`src/rtl/core/lfu_pkg.sv`:
```
package lfu_pkg;

	localparam int KEY_W   = 32;
	localparam int VAL_W   = 32;
	localparam int CNT_W   = 32;
	localparam int STAMP_W = 64;
	localparam int CAP_W   = 5;

	localparam logic OP_GET = 1'b0;
	localparam logic OP_PUT = 1'b1;

	// Commands from the controller to the datapath.
	typedef struct packed {
		logic load;    // capture the incoming beat
		logic scan;    // step the scan over one entry
		logic commit;  // apply the update and drive the result
	} lfu_cmd_t;

	// Status from the datapath to the controller.
	typedef struct packed {
		logic scan_done;
	} lfu_sts_t;

endpackage

```
`src/rtl/core/lfu_ctrl.sv`:
```
module lfu_ctrl (
	input  logic            clk,
	input  logic            arst_n,
	input  logic            start,
	output logic            busy,
	output lfu_pkg::lfu_cmd_t cmd,
	input  lfu_pkg::lfu_sts_t sts
);

	localparam logic [1:0] ST_IDLE   = 2'd0;
	localparam logic [1:0] ST_SCAN   = 2'd1;
	localparam logic [1:0] ST_COMMIT = 2'd2;

	logic [1:0] state_q;
	logic [1:0] state_d;

	always_comb begin
		state_d    = state_q;
		cmd.load   = 1'b0;
		cmd.scan   = 1'b0;
		cmd.commit = 1'b0;
		case (state_q)
			ST_IDLE: begin
				if (start) begin
					cmd.load = 1'b1;
					state_d  = ST_SCAN;
				end
			end
			ST_SCAN: begin
				cmd.scan = 1'b1;
				if (sts.scan_done) begin
					state_d = ST_COMMIT;
				end
			end
			ST_COMMIT: begin
				cmd.commit = 1'b1;
				state_d    = ST_IDLE;
			end
			default: begin
				state_d = ST_IDLE;
			end
		endcase
	end

	assign busy = (state_q != ST_IDLE);

	always_ff @(posedge clk or negedge arst_n) begin
		if (!arst_n) begin
			state_q <= ST_IDLE;
		end else begin
			state_q <= state_d;
		end
	end

endmodule

```
`src/rtl/core/lfu_dpath.sv`:
```
module lfu_dpath #(
	parameter int ENTRIES = 16
) (
	input  logic                         clk,
	input  logic                         arst_n,
	input  lfu_pkg::lfu_cmd_t            cmd,
	output lfu_pkg::lfu_sts_t            sts,
	input  logic [lfu_pkg::CAP_W-1:0]    cap_q,
	input  logic                         operation,
	input  logic signed [lfu_pkg::KEY_W-1:0] key,
	input  logic signed [lfu_pkg::VAL_W-1:0] value,
	output logic                         done,
	output logic                         found,
	output logic signed [lfu_pkg::VAL_W-1:0] read_value,
	output logic                         evicted,
	output logic signed [lfu_pkg::KEY_W-1:0] evicted_key
);

	localparam int IDX_W = (ENTRIES > 1) ? $clog2(ENTRIES) : 1;
	localparam int OCC_W = $clog2(ENTRIES + 1);
	localparam int CMP_W = (OCC_W > lfu_pkg::CAP_W) ? OCC_W : lfu_pkg::CAP_W;

	logic [ENTRIES-1:0]               valid_q;
	logic [lfu_pkg::KEY_W-1:0]        key_mem   [ENTRIES];
	logic [lfu_pkg::VAL_W-1:0]        value_mem [ENTRIES];
	logic [lfu_pkg::CNT_W-1:0]        count_mem [ENTRIES];
	logic [lfu_pkg::STAMP_W-1:0]      stamp_mem [ENTRIES];
	logic [lfu_pkg::STAMP_W-1:0]      seq_q;

	logic                             op_q;
	logic [lfu_pkg::KEY_W-1:0]        key_q;
	logic [lfu_pkg::VAL_W-1:0]        val_q;

	logic [IDX_W-1:0]                 idx_q;
	logic                             hit_q;
	logic [IDX_W-1:0]                 hit_idx_q;
	logic                             free_q;
	logic [IDX_W-1:0]                 free_idx_q;
	logic                             vic_q;
	logic [IDX_W-1:0]                 vic_idx_q;
	logic [lfu_pkg::CNT_W-1:0]        vic_cnt_q;
	logic [lfu_pkg::STAMP_W-1:0]      vic_stamp_q;
	logic [lfu_pkg::KEY_W-1:0]        vic_key_q;
	logic [lfu_pkg::VAL_W-1:0]        hit_val_q;
	logic [lfu_pkg::CNT_W-1:0]        hit_cnt_q;
	logic [OCC_W-1:0]                 used_q;

	logic                             e_valid;
	logic [lfu_pkg::KEY_W-1:0]        e_key;
	logic [lfu_pkg::CNT_W-1:0]        e_cnt;
	logic [lfu_pkg::STAMP_W-1:0]      e_stamp;
	logic                             e_better;
	logic [CMP_W-1:0]                 cap_eff;
	logic [CMP_W-1:0]                 used_ext;
	logic                             do_bump;
	logic                             do_evict;
	logic                             do_insert;
	logic [IDX_W-1:0]                 ins_idx;

	assign e_valid  = valid_q[idx_q];
	assign e_key    = key_mem[idx_q];
	assign e_cnt    = count_mem[idx_q];
	assign e_stamp  = stamp_mem[idx_q];
	assign e_better = !vic_q || (e_cnt < vic_cnt_q) ||
		((e_cnt == vic_cnt_q) && (e_stamp < vic_stamp_q));
	assign sts.scan_done = (idx_q == IDX_W'(ENTRIES - 1));

	always_comb begin
		if (CMP_W'(cap_q) > CMP_W'(ENTRIES)) begin
			cap_eff = CMP_W'(ENTRIES);
		end else begin
			cap_eff = CMP_W'(cap_q);
		end
	end
	assign used_ext = CMP_W'(used_q);

	assign do_bump   = cmd.commit && hit_q && (hit_cnt_q != '1) &&
		((op_q == lfu_pkg::OP_GET) || (cap_q != '0));
	assign do_evict  = cmd.commit && (op_q == lfu_pkg::OP_PUT) && (cap_q != '0) &&
		!hit_q && (used_ext >= cap_eff) && vic_q;
	assign do_insert = cmd.commit && (op_q == lfu_pkg::OP_PUT) && (cap_q != '0) &&
		!hit_q && (do_evict || free_q);
	assign ins_idx   = do_evict ? vic_idx_q : free_idx_q;

	always_ff @(posedge clk or negedge arst_n) begin
		if (!arst_n) begin
			valid_q <= '0;
			seq_q   <= '0;
			done    <= 1'b0;
		end else begin
			done <= cmd.commit;
			if (do_bump || do_insert) begin
				seq_q <= seq_q + 1'b1;
			end
			if (do_insert) begin
				valid_q[ins_idx] <= 1'b1;
			end
		end
	end

	always_ff @(posedge clk) begin
		if (cmd.load) begin
			op_q   <= operation;
			key_q  <= key;
			val_q  <= value;
			idx_q  <= '0;
			hit_q  <= 1'b0;
			free_q <= 1'b0;
			vic_q  <= 1'b0;
			used_q <= '0;
		end
		if (cmd.scan) begin
			idx_q <= idx_q + 1'b1;
			if (e_valid) begin
				used_q <= used_q + 1'b1;
				if (!hit_q && (e_key == key_q)) begin
					hit_q     <= 1'b1;
					hit_idx_q <= idx_q;
					hit_val_q <= value_mem[idx_q];
					hit_cnt_q <= e_cnt;
				end
				if (e_better) begin
					vic_q       <= 1'b1;
					vic_idx_q   <= idx_q;
					vic_cnt_q   <= e_cnt;
					vic_stamp_q <= e_stamp;
					vic_key_q   <= e_key;
				end
			end else if (!free_q) begin
				free_q     <= 1'b1;
				free_idx_q <= idx_q;
			end
		end
		if (do_bump) begin
			count_mem[hit_idx_q] <= hit_cnt_q + 1'b1;
			stamp_mem[hit_idx_q] <= seq_q;
		end
		if (cmd.commit && hit_q && (op_q == lfu_pkg::OP_PUT) && (cap_q != '0)) begin
			value_mem[hit_idx_q] <= val_q;
		end
		if (do_insert) begin
			key_mem[ins_idx]   <= key_q;
			value_mem[ins_idx] <= val_q;
			count_mem[ins_idx] <= lfu_pkg::CNT_W'(1);
			stamp_mem[ins_idx] <= seq_q;
		end
		if (cmd.commit) begin
			found       <= hit_q;
			read_value  <= (hit_q && (op_q == lfu_pkg::OP_GET)) ? hit_val_q : '1;
			evicted     <= do_evict;
			evicted_key <= do_evict ? vic_key_q : '0;
		end
	end

endmodule

```
`src/rtl/core/lfu_cache_policy.sv`:
```
// Sequence: the start beat is accepted while idle and loaded, the scan visits one
// entry a cycle until it has seen every entry, then the commit applies the update,
// and the registered result shows with the done strobe. No new beat is taken while
// busy, so each beat is through its commit before the next one is accepted.
// Reset (arst_n low) clears all valid bits, the sequence counter and the
// controller; capacity returns to 16. The receiver cannot stall the result.
module lfu_cache_policy #(
	parameter int ENTRIES = 16
) (
	input  logic                              clk,
	input  logic                              arst_n,
	input  logic                              start,
	output logic                              busy,
	input  logic                              operation,
	input  logic signed [lfu_pkg::KEY_W-1:0]  key,
	input  logic signed [lfu_pkg::VAL_W-1:0]  value,
	input  logic                              cfg_we,
	input  logic [lfu_pkg::CAP_W-1:0]         cfg_wdata,
	output logic                              done,
	output logic                              found,
	output logic signed [lfu_pkg::VAL_W-1:0]  read_value,
	output logic                              evicted,
	output logic signed [lfu_pkg::KEY_W-1:0]  evicted_key
);

	// Capacity register; values above ENTRIES are clamped in the datapath.
	logic [lfu_pkg::CAP_W-1:0] cap_q;
	lfu_pkg::lfu_cmd_t         cmd;
	lfu_pkg::lfu_sts_t         sts;

	always_ff @(posedge clk or negedge arst_n) begin
		if (!arst_n) begin
			cap_q <= lfu_pkg::CAP_W'(16);
		end else if (cfg_we) begin
			cap_q <= cfg_wdata;
		end
	end

	// The controller sequences load, a scan of every entry that finds the
	// hit, the first free slot, the occupancy and the LFU victim (oldest
	// stamp among the lowest count), then the commit.
	lfu_ctrl u_ctrl (
		.clk    (clk),
		.arst_n (arst_n),
		.start  (start),
		.busy   (busy),
		.cmd    (cmd),
		.sts    (sts)
	);

	lfu_dpath #(
		.ENTRIES(ENTRIES)
	) u_dpath (
		.clk         (clk),
		.arst_n      (arst_n),
		.cmd         (cmd),
		.sts         (sts),
		.cap_q       (cap_q),
		.operation   (operation),
		.key         (key),
		.value       (value),
		.done        (done),
		.found       (found),
		.read_value  (read_value),
		.evicted     (evicted),
		.evicted_key (evicted_key)
	);

	// A result beat only follows a commit, which happens while busy.
	a_done_after_busy: assert property (@(posedge clk) disable iff (!arst_n)
		done |-> $past(busy))
		else $error("result beat without a busy cycle before it");

	// At most one of the commands is active at a time.
	a_cmd_onehot: assert property (@(posedge clk) disable iff (!arst_n)
		$onehot0({cmd.load, cmd.scan, cmd.commit}))
		else $error("controller issued overlapping commands");

	// An eviction is only reported together with a miss.
	a_evict_miss: assert property (@(posedge clk) disable iff (!arst_n)
		(done && evicted) |-> !found)
		else $error("eviction reported on a hit");

	// Accepting a beat raises busy on the next cycle.
	a_start_busy: assert property (@(posedge clk) disable iff (!arst_n)
		(start && !busy) |=> busy)
		else $error("accepted beat did not make the block busy");

endmodule
```
`config.mk`:
```
export PLATFORM = sky130hd
export DESIGN_NAME = lfu_cache_policy
export DESIGN_NICKNAME = d
export VERILOG_FILES = /design/src/rtl/core/lfu_pkg.sv /design/src/rtl/core/lfu_ctrl.sv /design/src/rtl/core/lfu_dpath.sv /design/src/rtl/core/lfu_cache_policy.sv
export SDC_FILE = /design/constraint.sdc
export NUM_CORES = 2
export LEC_CHECK = 0
export BUFFER_PORTS_ARGS = -buffer_cell sky130_fd_sc_hd__buf_2
export CAP_MARGIN = 20
export CORE_MARGIN = 3
export CORE_UTILIZATION = 57
export DETAILED_ROUTE_END_ITERATION = 8
export GPL_ROUTABILITY_DRIVEN = 1
export PLACE_DENSITY = 0.75
export SYNTH_ARGS = -nofsm -noshare
export SYNTH_HDL_FRONTEND = slang
export SYNTH_HIERARCHICAL = 1
export SYNTH_SLANG_ARGS = --single-unit
```
`constraint.sdc`:
```
create_clock -name clk -period 10.7 [get_ports clk]
set_input_delay 1.605 -clock clk [delete_from_list [all_inputs] [get_ports clk]]
set_output_delay 1.605 -clock clk [all_outputs]
set_load 0.01 [all_outputs]
```
[Word-level counts from Yosys, hierarchy flattened]
Memory sizes are Yosys's and may differ from the RTL's. A register that Yosys moved wholly into a read port is not among the register bits.
Cells that the tools add are included.
Word-level totals
  flip-flop bits (word level): 403
  bits in writable memories: 2560
  input port bits: 74
  output and inout bits: 68
  word-level logic and storage cells: 132
  memories: 4
Memory list
  u_dpath.stamp_mem: words 16, width 64, rd ports 1, clocked after Yosys merged registers in 1, wr ports 1, RTL line lfu_dpath.sv:27  | logic [lfu_pkg::STAMP_W-1:0] stamp_mem [ENTRIES];
  u_dpath.count_mem: words 16, width 32, rd ports 1, clocked after Yosys merged registers in 1, wr ports 1, RTL line lfu_dpath.sv:26  | logic [lfu_pkg::CNT_W-1:0] count_mem [ENTRIES];
  u_dpath.key_mem: words 16, width 32, rd ports 1, clocked after Yosys merged registers in 1, wr ports 1, RTL line lfu_dpath.sv:24  | logic [lfu_pkg::KEY_W-1:0] key_mem [ENTRIES];
  u_dpath.value_mem: words 16, width 32, rd ports 1, clocked after Yosys merged registers in 1, wr ports 1, RTL line lfu_dpath.sv:25  | logic [lfu_pkg::VAL_W-1:0] value_mem [ENTRIES];
Operators by class
  $add $sub $neg: 4
  order comparisons: 7
  equality and inequality tests: 8
  mux-type cells: 48
  bitwise operators: 4
  reductions and logical operators: 33
Operator list (count)
  $add A64 B1 Y64 const B: 1
  $eq A32 B32 Y1: 2
  $lt A64 B64 Y1: 1
  $mux W32: 2
  $mux W64: 1
  $reduce_or A32 Y1: 2
  $reduce_or A64 Y1: 1
  $mux W4: 9
  $add A32 B1 Y32 const B: 1
  $lt A32 B32 Y1: 1
  $ne A32 B32 Y1 const B: 1
  $mux W1: 27
  $mux W5: 4
  $or A16 B16 Y16: 1
  $logic_and A1 B1 Y1: 15
  $lt A4 B5 Y1 const B: 2
  $reduce_and A3 Y1: 3
  $add A5 B1 Y5 const B: 1
  $ge A5 B5 Y1: 1
  $gt A5 B5 Y1 const B: 1
  $logic_or A1 B1 Y1: 5
  $reduce_bool A5 Y1: 1
  $add A4 B1 Y4 const B: 1
  $bmux W1 S4: 1
  other kinds (13): 19

[Logic depth before layout (Yosys ltp)]
  word-level depth: 13
  mapped depth: 20
  mapped depth without buffers: 13

[Hierarchy]
The synthesis kept the hierarchy.
By module, submodules not included
  lfu_dpath: instances 1, cells an instance 5494, area an instance 116122.6 um^2, sequential area each 89320.7 um^2
  lfu_cache_policy: instances 1, cells an instance 10, area an instance 182.7 um^2, sequential area each 126.4 um^2
  lfu_ctrl: instances 1, cells an instance 11, area an instance 116.4 um^2, sequential area each 50.0 um^2

[Worst setup path after synthesis]
OpenSTA, ideal clock, no wires.
  path type: flip-flop to flip-flop
  start: reg u_ctrl.state_q[0]
  end: mem u_dpath/count_mem[7][0] (netlist name) (enable)
  setup time: 0.668 ns
  data arrival time: 9.433 ns
  data required time: 10.032 ns
  setup slack: 0.599 ns
  cell stages (with the launch flop): 9
  buffers on the path: 1
  clock period less this slack: 10.101 ns
  cell sequence: dfrtp_1 and2b_2 nand2_1 nor3_1 and2_1 clkbuf_1 a2bb2oi_1 nand2_1 nor3_1
RTL lines
  start: declaration: RTL line lfu_ctrl.sv:14  | logic [1:0] state_q;
  start signal: assignment: RTL line lfu_ctrl.sv:51  | state_q <= state_d;
  end: declaration: RTL line lfu_dpath.sv:26

==> results.sh <==
export IMPL_status="finished, final reports clean"
export IMPL_wl_per_cell_microns=29.62
export IMPL_cp_slowest_cell="dfxtp_4"
export IMPL_drv_slew=0
export IMPL_setup_viol=0
export IMPL_ctsHoldBuffers=0
export IMPL_dieWidth_microns=457.9
export IMPL_max_cap_viol_count=0
export IMPL_arrival_ps=7550
export IMPL_seq_area_frac_synth=0.7687
export IMPL_worstSetupPathType="flop to flop"
export IMPL_synth_xor_area_frac=0.01038
export IMPL_die_h_microns=457.9
export IMPL_postRouteAntennaNets=0
export IMPL_cts_clk_slew_worst_paths_ps=60
export IMPL_setup_ws_ps=3686
export IMPL_tightest_slew_ps=1190
export IMPL_antenna_found_initial=4
export IMPL_async_reset_ff_frac=0.02934
export IMPL_wirelength_microns=258600
export IMPL_fmax_ghz=0.1426
export IMPL_grt_max_degree=115
export IMPL_clockBufferDepth=4
export IMPL_io_pins=142
export IMPL_cts_buffers=306
export IMPL_grt_usage=0.2486
export IMPL_synth_area_top_cells="edfxtp_1 75%, mux4_2 12%, dfrtp_1 1.9%, mux2i_1 1.5%, ha_1 1.1%"
export IMPL_root_buffer="clkbuf_16"
export IMPL_post_place_ws_ps=3575
export IMPL_crit_required_ps=11240
export IMPL_grt_first_pass_wirelength_microns=384400
export IMPL_crit_cells=13
export IMPL_coreArea_sq_um=202700
export IMPL_skew_ps=76.98
export IMPL_synth_area_sq_um=116400
export IMPL_layout_common_cells="2899 x edfxtp_1, 633 x mux4_2, 314 x clkbuf_16"
export IMPL_tns_ps=0
export IMPL_crit_end="u_dpath/vic_key_q[11]"
export IMPL_pwr_share_clk=0.343
export IMPL_synth_main_ff_cell="edfxtp_1"
export IMPL_final_common_cell="edfxtp_1"
export IMPL_rsz0062_at_grt="no"
export IMPL_cts_setup_buffers=0
export IMPL_path_buf_inv=3
export IMPL_hold_violations=0
export IMPL_layout_nets=6019
export IMPL_combinationalPowerShare=0.202
export IMPL_gp_congestion=0.7804
export IMPL_cts_max_level=5
export IMPL_ys_types=78
export IMPL_timing_rr_end="u_dpath/vic_key_q[11]"
export IMPL_finalCritPeriodShare=0.6555
export IMPL_place_inst=8201
export IMPL_final_cells=8730
export IMPL_gr_total_overflow=0
export IMPL_vias=56423
export IMPL_ff2ff_path_depth=13
export IMPL_cts_tree="done"
export IMPL_synth_adder_area_share=0.01118
export IMPL_die_area_sq_um=209700
export IMPL_cpPeakStageDelay_ps=740
export IMPL_synth_top_family_by_area="multiplexers"
export IMPL_cp_cell_sequence="buf_12, buf_4, mux4_2, mux4_2, ha_1, a21oi_1, nor2b_1, o21ai_0, nand4b_1, nor3_1, o2111ai_1, nand2_4, buf_12"
export IMPL_drt_iter0_markers=6424
export IMPL_worstHoldPathType="flop to flop"
export IMPL_synth_top_area_frac=0.7477
export IMPL_p_leak_nw=44.91
export IMPL_synthMuxAreaShare=0.1466
export IMPL_synth_edf_count=2899
export IMPL_cts_sinks=2999
export IMPL_syn_to_final_growth_pct=11.98
export IMPL_rrSetupSlack_ps=3690
export IMPL_drive_gt1_frac=0.2381
export IMPL_drc_errors=0
export IMPL_finalHoldWorstSlack_ps=474.1
export IMPL_dpl_hpwl_microns=124100
export IMPL_synth_compound_area_share=0.02106
export IMPL_swShare=0.2659
export IMPL_vias_per_cell=6.463
export IMPL_initial_core_util=0.5743
export IMPL_power_density_nw_per_um2=227.9
export IMPL_netlist_top_cell_by_area="edfxtp_1"
export IMPL_cp_max_fo=112
export IMPL_total_power_w=0.02971
export IMPL_p_seq_frac=0.455
export IMPL_synth_simple_area_share=0.02833
export IMPL_critPathTopFamily="buffers and inverters"
export IMPL_ir_drop_mv=0.2692
export IMPL_p_int_w=0.02181
export IMPL_rows=165
export IMPL_first_pass_iters=5
export IMPL_p_sw_w=0.007899
export IMPL_start_kind="flop"
export IMPL_netlist_instances=5515
export IMPL_slew_headroom=0.2068
export IMPL_grt_pass1_vias=58235
export IMPL_insertion_delay_ps=940
export IMPL_synth_avg_cell_area_sq_um=21.11
export IMPL_port_buffers=141
export IMPL_ys_warn_count=6
export IMPL_synth_seq_cells=2999
export IMPL_cp_end_kind="flop"
export IMPL_fin_crit_ps=7014
export IMPL_cts_resized=0
export IMPL_syn_num_nets=5693
-- routing by layer --
layer	GRT usage	share of wire	wire (microns)	vias up
li1	-	-	-	23365
met1	0.3478	0.39	99920	29820
met2	0.4089	0.50	129900	2723
met3	0.04104	0.083	21500	511
met4	0.07667	0.028	7299	4
met5	0	0.000081	21	-
-- cells by family (layout without fill, tap and decap cells) --
logic type | Yosys count | after routing
compound gates | 370 | 370
xor+xnor | 138 | 138
fa+ha+maj | 104 | 104
buf+inv | 366 | 908
flops | 2999 | 2999
mux | 883 | 883
other cells | 0 | 1
simple gates | 655 | 655
-- Yosys cell counts, types with 37 or more instances --
library cell / instances
mux4_2: 633
ha_1: 104
inv_1: 125
a21oi_1: 71
nor2_1: 118
a221oi_1: 37
dfrtp_1: 87
edfxtp_1: 2899
xnor2_1: 67
o21ai_0: 84
a22oi_1: 40
mux2i_1: 169
nand2_1: 190
and3_1: 61
buf_2: 60
nand4_1: 50
clkbuf_1: 99
mux2_2: 65
buf_1: 52
nand3_1: 45
nor3_1: 42
xor2_1: 71
-- cell type report --
type / count / area [sq um]
Clock buffer: 399 / 8327
Sequential cell: 2999 / 89510
Tap cell: 2672 / 3343
Clock inverter: 125 / 1166
Multi-Input combinational cell: 2150 / 25710
Timing Repair Buffer: 256 / 1817
Inverter: 128 / 488.0
Fill cell: 12819 / 72360
Antenna cell: 1 / 2.502
-- sequential cells by signal (all words and copies together) (netlist names), 5 cells and up, named ones only --
| register | flops |
|---|---|
| u_dpath/stamp_mem | 1024 |
| u_dpath/evicted_key | 32 |
| u_dpath/used_ext | 5 |
| u_dpath/hit_val_q | 32 |
| u_dpath/valid_q | 16 |
| u_dpath/val_q | 32 |
| u_dpath/hit_cnt_q | 32 |
| u_dpath/value_mem | 512 |
| u_dpath/key_q | 32 |
| u_dpath/read_value | 32 |
| u_dpath/seq_q | 64 |
| u_dpath/count_mem | 512 |
| u_dpath/vic_key_q | 32 |
| u_dpath/key_mem | 512 |
| cap_q | 5 |
| u_dpath/vic_stamp_q | 64 |
| u_dpath/vic_cnt_q | 32 |
-- worst register-to-register path, delay by kind of cell (launching register included) --
family / cells / cell delay (ps)
buf+inv: 3 / 2260
fa+ha+maj: 1 / 320
simple gates: 4 / 1300
mux: 2 / 1160
flops: 1 / 740
compound gates: 3 / 800
-- worst min path at each step --
stage / start / to / slack [ps] / cells past startpoint
global route: u_dpath/valid_q[3] / u_dpath/valid_q[3] / 480 / 1
global placement: u_dpath/valid_q[10] / u_dpath/valid_q[10] / 450 / 1
detailed placement: u_dpath/valid_q[3] / u_dpath/valid_q[3] / 460 / 1
finish: u_dpath/valid_q[6] / u_dpath/valid_q[6] / 470 / 1
CTS: u_dpath/valid_q[3] / u_dpath/valid_q[3] / 470 / 1
floorplan: u_dpath/valid_q[10] / u_dpath/valid_q[10] / 440 / 1
-- power groups by stage --
stage	Sequential [W]	Clock, W	Combinational, W
floorplan	0.0136	0	0.00462
global route	0.0135	0.0108	0.00644
CTS	0.0135	0.0104	0.00605
finish	0.0135	0.0102	0.00600
global placement	0.0137	0	0.00590
detailed placement	0.0138	0	0.00599
-- through the flow --
| stage | util | instance area, sq um |
|---|---|---|
| after floorplan | - | 116400 |
| after global placement | 0.5959 | 120800 |
| after detailed placement | 0.5960 | 120800 |
| after CTS | 0.6428 | 130300 |
| after global routing | 0.6431 | 130400 |
| final | 0.6431 | 130400 |
No activity file was read; power rests on OpenSTA's default activity.
